## src/design/rusi_pkg.sv

```systemverilog
// ----------------------------------------------------------------------------
// rusi_pkg
// Shared types and constants for the unit cube slab intersection pipeline.
// ----------------------------------------------------------------------------
package rusi_pkg;

	// number format: signed fixed point
	localparam int VAL_W  = 32;
	localparam int FRAC_W = 16;

	// numerator c - o is held exactly, with headroom for the constant 1
	localparam int NUM_W = ((VAL_W > FRAC_W + 1) ? VAL_W : FRAC_W + 1) + 2;
	localparam int MAG_W = NUM_W - 1;

	// one divider stage for every bit of (magnitude << FRAC_W)
	localparam int DIV_N = MAG_W + FRAC_W;

	// parallel threshold register
	localparam int              EPS_W   = 16;
	localparam logic [EPS_W-1:0] EPS_RST = EPS_W'(7);

	// pipeline depth: input stage, divider, side, sort, min/max, output
	localparam int PIPE_N = DIV_N + 5;

	typedef logic signed [VAL_W-1:0] val_t;

	localparam val_t MAX_POS = {1'b0, {(VAL_W-1){1'b1}}};
	localparam val_t MAX_NEG = {1'b1, {(VAL_W-1){1'b0}}};

	typedef struct packed {
		val_t origin_x;
		val_t origin_y;
		val_t origin_z;
		val_t dir_x;
		val_t dir_y;
		val_t dir_z;
	} ray_t;

	typedef struct packed {
		logic hit;
		val_t t_enter;
		val_t t_exit;
	} res_t;

	// per-axis prepared operands
	typedef struct packed {
		logic [MAG_W-1:0] mag0;
		logic             neg0;
		logic [MAG_W-1:0] mag1;
		logic             neg1;
		logic [VAL_W-1:0] dmag;
		logic             dneg;
		logic             par;
	} axis_t;

	// flags that ride along with each quotient
	typedef struct packed {
		logic par;
		logic nneg;
		logic dneg;
		logic zero;
	} tag_t;

endpackage

```

## src/design/rusi_prep.sv

```systemverilog
// ----------------------------------------------------------------------------
// rusi_prep
// Per-axis operand prep: exact numerators for both slab planes, direction
// magnitude and the parallel test.
// ----------------------------------------------------------------------------
module rusi_prep (
	input  rusi_pkg::val_t              o,
	input  rusi_pkg::val_t              d,
	input  logic [rusi_pkg::EPS_W-1:0]  eps,
	output rusi_pkg::axis_t             ax
);
	import rusi_pkg::*;

	localparam logic signed [NUM_W-1:0] ONE = NUM_W'(1) << FRAC_W;

	logic signed [NUM_W-1:0] ow;
	logic signed [NUM_W-1:0] n0;
	logic signed [NUM_W-1:0] n1;
	logic signed [NUM_W-1:0] n0_neg;
	logic signed [NUM_W-1:0] n1_neg;
	logic        [VAL_W-1:0] dm;

	// numerators -1 - o and 1 - o, no wrap
	always_comb begin
		ow     = {{(NUM_W-VAL_W){o[VAL_W-1]}}, o};
		n0     = -ONE - ow;
		n1     = ONE - ow;
		n0_neg = -n0;
		n1_neg = -n1;
	end

	// direction magnitude; the most negative code maps to 2^(W-1)
	assign dm = d[VAL_W-1] ? VAL_W'(-d) : d;

	always_comb begin
		ax.neg0 = n0[NUM_W-1];
		ax.mag0 = n0[NUM_W-1] ? n0_neg[MAG_W-1:0] : n0[MAG_W-1:0];
		ax.neg1 = n1[NUM_W-1];
		ax.mag1 = n1[NUM_W-1] ? n1_neg[MAG_W-1:0] : n1[MAG_W-1:0];
		ax.dmag = dm;
		ax.dneg = d[VAL_W-1];
		ax.par  = {{EPS_W{1'b0}}, dm} <= {{VAL_W{1'b0}}, eps};
	end

endmodule

```

## config.mk

```make
export PLATFORM = sky130hd
export DESIGN_NAME = rusi_prep
export DESIGN_NICKNAME = d
export VERILOG_FILES = /design/src/design/rusi_pkg.sv /design/src/design/rusi_prep.sv
export SDC_FILE = /design/constraint.sdc
export NUM_CORES = 1
export LEC_CHECK = 0
export BUFFER_PORTS_ARGS = -buffer_cell sky130_fd_sc_hd__buf_2
export CAP_MARGIN = 25
export CORE_MARGIN = 5
export CORE_UTILIZATION = 25
export DETAILED_ROUTE_END_ITERATION = 6
export PLACE_DENSITY = 0.45
export SLEW_MARGIN = 15
export SYNTH_ARGS = -nofsm -noshare
export SYNTH_HDL_FRONTEND = slang
export SYNTH_SLANG_ARGS = --single-unit
```

## constraint.sdc

```tcl
create_clock -name vclk -period 9.5
set_input_delay 1.425 -clock vclk [all_inputs]
set_output_delay 1.425 -clock vclk [all_outputs]
set_load 0.005 [all_outputs]
```

# After elaboration in Yosys (flattened, before gate mapping)
# Cells that the tools add are included.
dict set report totals {
  regBits 0
  input_bits 80
  word_cells 9
}
dict set report op_classes {
  n_addsub 5
  magnitude_cmp 1
  muxes 3
}
# operator count
set ops {}
lappend ops {{2-to-1 mux 33 bit} 2}
lappend ops {{negation 33 bit} 2}
lappend ops {{subtractor 17 x 32 -> 33 bit, first input constant} 1}
lappend ops {{subtractor 18 x 32 -> 33 bit, first input constant} 1}
lappend ops {{less-or-equal comparator 32 x 16 -> 1 bit} 1}
lappend ops {{2-to-1 mux 32 bit} 1}
lappend ops {{negation 32 bit} 1}

# Logic depth before layout (Yosys ltp)
# Gate-level depths: netlist (run 1).
dict set report logic_depth {
  depth_word 3
  mapped_depth 14
  mapped_depth_nobuf 14
}

# Least setup slack after synthesis (run 1)
# Ideal clock, no wire load.
dict set report synth_path {
  path_kind {input -> output}
  start {input port o[0]}
  end {output port ax[94] (netlist name)}
  arrival_time_ps 4238
  setup_slack_ps 3837
  cell_stages 13
  n_path_buf 3
  path_cell_list {buf_2 -> inv_1 -> ha_1 -> buf_4 -> or3b_2 -> nor4_1 -> buf_2 -> xnor2_1 -> nand2_1 -> nor4_1 -> nor3b_2 -> a21oi_1 -> xnor2_1}
}
# item line_no
set synth_rtl {}
lappend synth_rtl {{start: declaration} rusi_prep.sv:7} ;# input rusi_pkg::val_t o,
lappend synth_rtl {{end: declaration} rusi_prep.sv:10} ;# output rusi_pkg::axis_t ax

==> out/results.txt, run 1 <==
Summing every instance area after synthesis gives 3780 um^2. The run gives 4710 um^2 as the total non-filler cell area in the finished layout. The final cycle utilization of the critical path was 0.685; the final number of hold-violating endpoints was 0.

The HPWL after detailed placement was 12000 um; the final total negative setup slack was 0 ns. The power density relative to cell area is 46.1 nW/um^2, and the synthesis warning total is 0. The number of placed instances, taps included, is 906.

Port buffering added 180 buffers. The first routing iteration left 214 violations. The hold buffer count at cts is 0. The design draws 217 uW.

Sequential cell area: 0 um^2. The placed instances occupy a cell area of 4710 um^2. The final count of pins violating max slew came out at 0.

The endpoint of the most critical setup path was ax[56]. The die height was 133 um; the fmax was 0.154 GHz. STA classifies the critical path startpoint as a primary input.

Across the run, the number of max-cap violations was 0. The logs give 0.251 for the effective utilization at floorplan and 45 for the number of rows created at floorplan. Along the worst path, the maximum fanout reaches 19. Buffers added to address setup during post-CTS repair amount to 0.

The logs give 0 for the portion of the post-synthesis area used by sequential elements and 5 for the first-pass iteration count of the detailed router. The tools report the number of nets in the final layout as 818. The tools report the core area as 15000 um^2. Summed over all layers, the global routing overflow is 0.

The arrival time at the worst endpoint was 5.08 ns. The detailed router placed 4653 vias in this run. The repair_antennas step left the layout with diodes totalling 0. The clock period minus final worst setup slack is 6.51 ns. Tracing the worst setup path back leads to its startpoint at o[14]. The routed length per instance was 15.8 um. After detailed routing, the number of vias per cell comes to 5.14. The tools report the normalized max-slew margin as 0.410.

Leaving out filler cells and counting taps, the final layout contains 906. Kind of end point of the critical path: an output pin. Relative to the synthesized area, the layout overhead comes to 24.7%. Setup repair after global routing left no endpoint under its margin.

For the sequential cell count of the final layout, the log shows 0. Entering global routing, the biggest net connects 39 pins. The path type of the worst min-delay path was in -> out. The transition at the pin with the smallest max-transition slack was 0.874 ns; the remaining number of nets flagged by the antenna check after routing was 0. The cell count after synthesis came out at 576.

Summed over all instances, the cell type with the most area after synthesis is sky130_fd_sc_hd__xnor2_1. Critical path data required time: 8.08 ns. The tools report the setup-violating endpoint count in the final report as 0.

In this run, distinct cell masters in the synthesized netlist total 58. The die covers 17700 um^2. In the routed design, unresolved DRC markers number 0. The overall track demand over capacity in global routing was 0.149; the wire length of the first global-routing pass was 22600 um.

The post-CTS resize count was 0; the static leakage was 2.00 nW. VDD sags by at most 0.0144 mV. The number of clock-tree buffers in the layout is 0, and the hold slack is 3.06 ns.

Routability-driven placement finished with a final weighted congestion of 0.875. The flow ran to the end, and the final reports show no timing, DRC or antenna violations. A synthesized cell averages 6.56 um^2. The number of antenna violations at the first check in global routing is 0, and the via count of the first global-routing pass is 4413. 182 I/O pins were placed.

The worst setup path is of the in -> out kind. Ranked by total cell area, the synthesized netlist is headed by sky130_fd_sc_hd__xnor2_1 (22%), sky130_fd_sc_hd__xor2_1 (7.9%), sky130_fd_sc_hd__ha_1 (6.0%). The total routed wirelength was 14400 um. From left edge to right edge, the die measures 133 um. The fraction of final layout cells with drive strength greater than 1 is 0.281, and the fraction of post-synthesis cell area in the top cell type by area is 0.225.
[kinds of logic (layout without fill, tap and decap cells)]
family | after synthesis | after routing | synth area share
other | 1 | 2 | 0.000993
adder cells (fa/ha/maj) | 18 | 18 | 0.0596
buffers and inverters | 70 | 211 | 0.0875
AND/OR/NAND/NOR | 239 | 239 | 0.345
AO/OA/AOI/OAI | 115 | 115 | 0.197
multiplexers | 2 | 2 | 0.00596
XOR/XNOR | 131 | 131 | 0.304
[metal layers]
layer / share of wire / up-vias / track usage
met1: 0.46 / 2207 / 0.205
met2: 0.49 / 130 / 0.261
met5: 0 / - / 0
met4: 0.0042 / 0 / 0.0150
met3: 0.045 / 6 / 0.0125
li1: - / 2310 / -
[final cells by class]
| cell class | count | area [um^2] |
|---|---|---|
| fill | 1688 | 10300 |
| inverter | 29 | 109 |
| multi-input combinational | 507 | 3450 |
| tap | 188 | 235 |
| timing repair buffer | 182 | 916 |
[critical path: stages]
cell,delay [ns]
sky130_fd_sc_hd__buf_2,0.14
sky130_fd_sc_hd__nor4_1,0.74
sky130_fd_sc_hd__a41oi_1,0.60
sky130_fd_sc_hd__nor4_2,0.42
sky130_fd_sc_hd__nor3b_2,0.33
sky130_fd_sc_hd__a21o_1,0.61
sky130_fd_sc_hd__inv_2,0.31
sky130_fd_sc_hd__o21ai_0,0.18
sky130_fd_sc_hd__xnor2_1,0.16
sky130_fd_sc_hd__buf_2,0.14
[worst min path at each step]
stage / startpoint / to / slack (ns) / depth (start not counted)
floorplan: d[30] / ax[33] / 2.88 / 1
detailed placement: d[0] / ax[2] / 3.07 / 2
global route: d[0] / ax[2] / 3.08 / 2
CTS: d[0] / ax[2] / 3.07 / 2
global placement: d[0] / ax[2] / 3.07 / 2
finish: d[0] / ax[2] / 3.06 / 2
[cell usage after synthesis, types with 9 or more instances]
library cell,n
sky130_fd_sc_hd__xnor2_1,97
sky130_fd_sc_hd__a21oi_1,29
sky130_fd_sc_hd__inv_1,28
sky130_fd_sc_hd__buf_4,9
sky130_fd_sc_hd__a31oi_1,10
sky130_fd_sc_hd__nand2_1,60
sky130_fd_sc_hd__xor2_1,34
sky130_fd_sc_hd__ha_1,18
sky130_fd_sc_hd__buf_2,9
sky130_fd_sc_hd__clkbuf_1,19
sky130_fd_sc_hd__nor4_1,11
sky130_fd_sc_hd__nor2_1,48
sky130_fd_sc_hd__nand3_1,13
sky130_fd_sc_hd__nor3_1,26
sky130_fd_sc_hd__o21ai_0,29
[cells in the final DEF (no fill, tap or decap), types with 13 or more instances in the layout]
master / count
sky130_fd_sc_hd__a21oi_1: 29
sky130_fd_sc_hd__buf_2: 180
sky130_fd_sc_hd__ha_1: 18
sky130_fd_sc_hd__inv_1: 28
sky130_fd_sc_hd__nand2_1: 60
sky130_fd_sc_hd__nand3_1: 13
sky130_fd_sc_hd__nor2_1: 48
sky130_fd_sc_hd__nor3_1: 26
sky130_fd_sc_hd__o21ai_0: 29
sky130_fd_sc_hd__xnor2_1: 97
sky130_fd_sc_hd__xor2_1: 34
[where the power goes]
part / internal (mW) / switching (mW) / leakage (nW)
registers: 0 / 0 / 0
clock network: 0 / 0 / 0
logic: 0.0976 / 0.119 / 2.00
total: 0.0976 / 0.119 / 2.00
[metrics by stage]
| stage | util | worst slack (ns) |
|---|---|---|
| finish | 0.313 | 2.99 |
| global route | 0.313 | 2.45 |
| CTS | 0.313 | 2.92 |
| detailed placement | 0.313 | 2.93 |
| global placement | 0.313 | 3.10 |
| floorplan | - | 3.84 |
Power figures use the tool's default switching activity.
==> run 2: changes to the inputs <==
Clock period 9.5 ns to 6 ns, I/O delays scaled along.
==> out/results.txt, run 2 (synthesis results as in run 1) <==
After layout, the minimum clock period comes to 5.21 ns. STA puts the critical path data required time at 5.10 ns. The met3 demand-to-capacity share in global routing is 0.0144. There are 0 flip-flops and latches. The startpoint type of the worst setup path was a primary input. In the finished layout, the clock tree contains a buffer count of 0. VDD sags by at most 0.0250 mV.

The final RePlAce weighted congestion is 0.852. The met1 capacity usage during global routing came out at 0.204. The met2 usage is 0.266. Timing would allow up to 0.192 GHz. The run finished with clean final reports. Final count of pins violating max slew: 0. The antenna diode instance count was 0; the post-synthesis to final-layout area growth was 25.3%. The switching fraction of total power is 0.550. The static leakage is 2.01 nW, and the overall track demand over capacity in global routing is 0.149. The area enclosed by the die boundary came out at 17700 um^2. In this run the worst setup path begins at o[0]. The effective utilization at floorplan is 0.251. The final cycle utilization of the critical path was 0.868. Summed over all layers, the global routing overflow is 0. The tools report the normalized max-slew margin as 0.475. The total number of vias is 4600, and the power density relative to cell area is 73.1 nW/um^2.

The worst setup path is captured at an output pin. The post-place setup slack was 0.824 ns; the setup-violating endpoint count in the final report was 0. In this run the remaining antenna-violating nets after routing total 0.

From left edge to right edge, the die measures 133 um. The routed design has 14200 um of wire. The final number of hold-violating endpoints was 0; the via density per instance was 5.06.

Number of rows created at floorplan: 45. After floorplanning, the core was sized to cover 15000 um^2. In this run the most used layer during global routing was met2. Excluding fillers, the count of instances in the completed layout stands at 909. The critical path is of the in -> out type. The part of the power in combinational logic was 1.000. The final total negative setup slack was 0 ns. The transition at the pin with the smallest max-transition slack is 0.780 ns. The library cell used most frequently in the layout, excluding fill and tap cells, is sky130_fd_sc_hd__buf_2. In the layout the commonest cells are sky130_fd_sc_hd__buf_2 (180), sky130_fd_sc_hd__xnor2_1 (97), sky130_fd_sc_hd__nand2_1 (60).

In the routed design, unresolved DRC markers number 0. Along the worst path, the maximum fanout reaches 16. In the final layout, flip-flops and latches occupy 0 um^2.

Number of violations reported at the end of detailed-routing iteration 0: 302. The first-pass iteration count of the detailed router came out at 5. Buffers placed on the I/O ports in this run total 180. The HPWL after detailed placement is 12000 um. Buffers inserted to repair hold after CTS numbered 0. In this run, placement finished with an instance count of 909.

The final cell utilization of the core was 0.315; the routed length per instance was 15.6 um. The fraction of final layout cells with drive strength greater than 1 came out at 0.284. For this run, the post-layout net count is 821. In this run the most critical hold path is launched from d[0]. For the count of boundary I/O pins, the log shows 182. Counting instances, the worst hold path has a depth of 2.

The number of setup buffers added after CTS is 0. Once routing completed, OpenROAD measured the worst setup slack at 0.790 ns. Number of antenna violations at the first check in global routing: 0.

Setup repair after global routing left no endpoint under its margin. Internal power comes to 156 uW. The switching power was 190 uW; the arrival time at the worst endpoint was 4.31 ns.

For the via count of the first global-routing pass, the log shows 4430. The worst hold path terminates at ax[2]. The wire length of the first global-routing pass was 22700 um.

Entering global routing, the biggest net connects 39 pins. Gates resized during post-CTS repair numbered 0. The run gives 0 as the max-cap violation count. The part of the power in registers is 0, and the die height is 133 um. The clock power share was 0.

The path type of the worst min-delay path was in -> out.
## run 2: changes by cell type in the layout (fill, tap and decap cells not counted), sizes merged
cell / delta
buf: +3
## run 2: cell type report
cell class,count,area (um^2)
Tap cell,188,235
Multi-Input combinational cell,507,3450
Inverter,29,109
Timing Repair Buffer,185,938
Fill cell,1666,10300
## run 2: critical path, stage by stage
cell and delay, ns:
sky130_fd_sc_hd__buf_2 0.15, sky130_fd_sc_hd__inv_1 0.07, sky130_fd_sc_hd__ha_1 0.35, sky130_fd_sc_hd__nor3b_1 0.24, sky130_fd_sc_hd__buf_4 0.20, sky130_fd_sc_hd__a41oi_1 0.12, sky130_fd_sc_hd__buf_4 0.24, sky130_fd_sc_hd__nor4_2 0.27
sky130_fd_sc_hd__nor3b_2 0.33, sky130_fd_sc_hd__a21o_1 0.59, sky130_fd_sc_hd__inv_2 0.30, sky130_fd_sc_hd__o21ai_0 0.18, sky130_fd_sc_hd__xnor2_1 0.18, sky130_fd_sc_hd__buf_2 0.16
## run 2: worst max-delay path by stage
stage / cells past startpoint / to
3_3_place_gp: 14 / ax[56]
4_1_cts: 14 / ax[56]
5_1_grt: 15 / ax[53]
6_report: 14 / ax[56]
3_5_place_dp: 14 / ax[56]
2_1_floorplan: 13 / ax[94]
## run 2: per-stage QoR
stage / hold slack (ns) / power (mW) / cell area [um^2]
finish: 2.02 / 0.346 / 4730
global route: 2.03 / 0.384 / 4730
CTS: 2.02 / 0.350 / 4730
detailed placement: 2.02 / 0.348 / 4730
global placement: 2.02 / 0.346 / 4730
floorplan: 1.83 / 0.204 / 3780
## run 2: power by group through the flow
stage | Sequential, mW | Combinational [mW] | Clock, mW
3_3_place_gp | 0 | 0.346 | 0
3_5_place_dp | 0 | 0.348 | 0
2_1_floorplan | 0 | 0.204 | 0
5_1_grt | 0 | 0.384 | 0
6_report | 0 | 0.346 | 0
4_1_cts | 0 | 0.350 | 0
## run 2: layer usage
metal,up-vias,wire length [um],part of all wire
met3,4,714,0.050
met2,118,7040,0.50
li1,2317,-,-
met1,2161,6390,0.45
met4,0,38,0.0027
met5,-,0,0
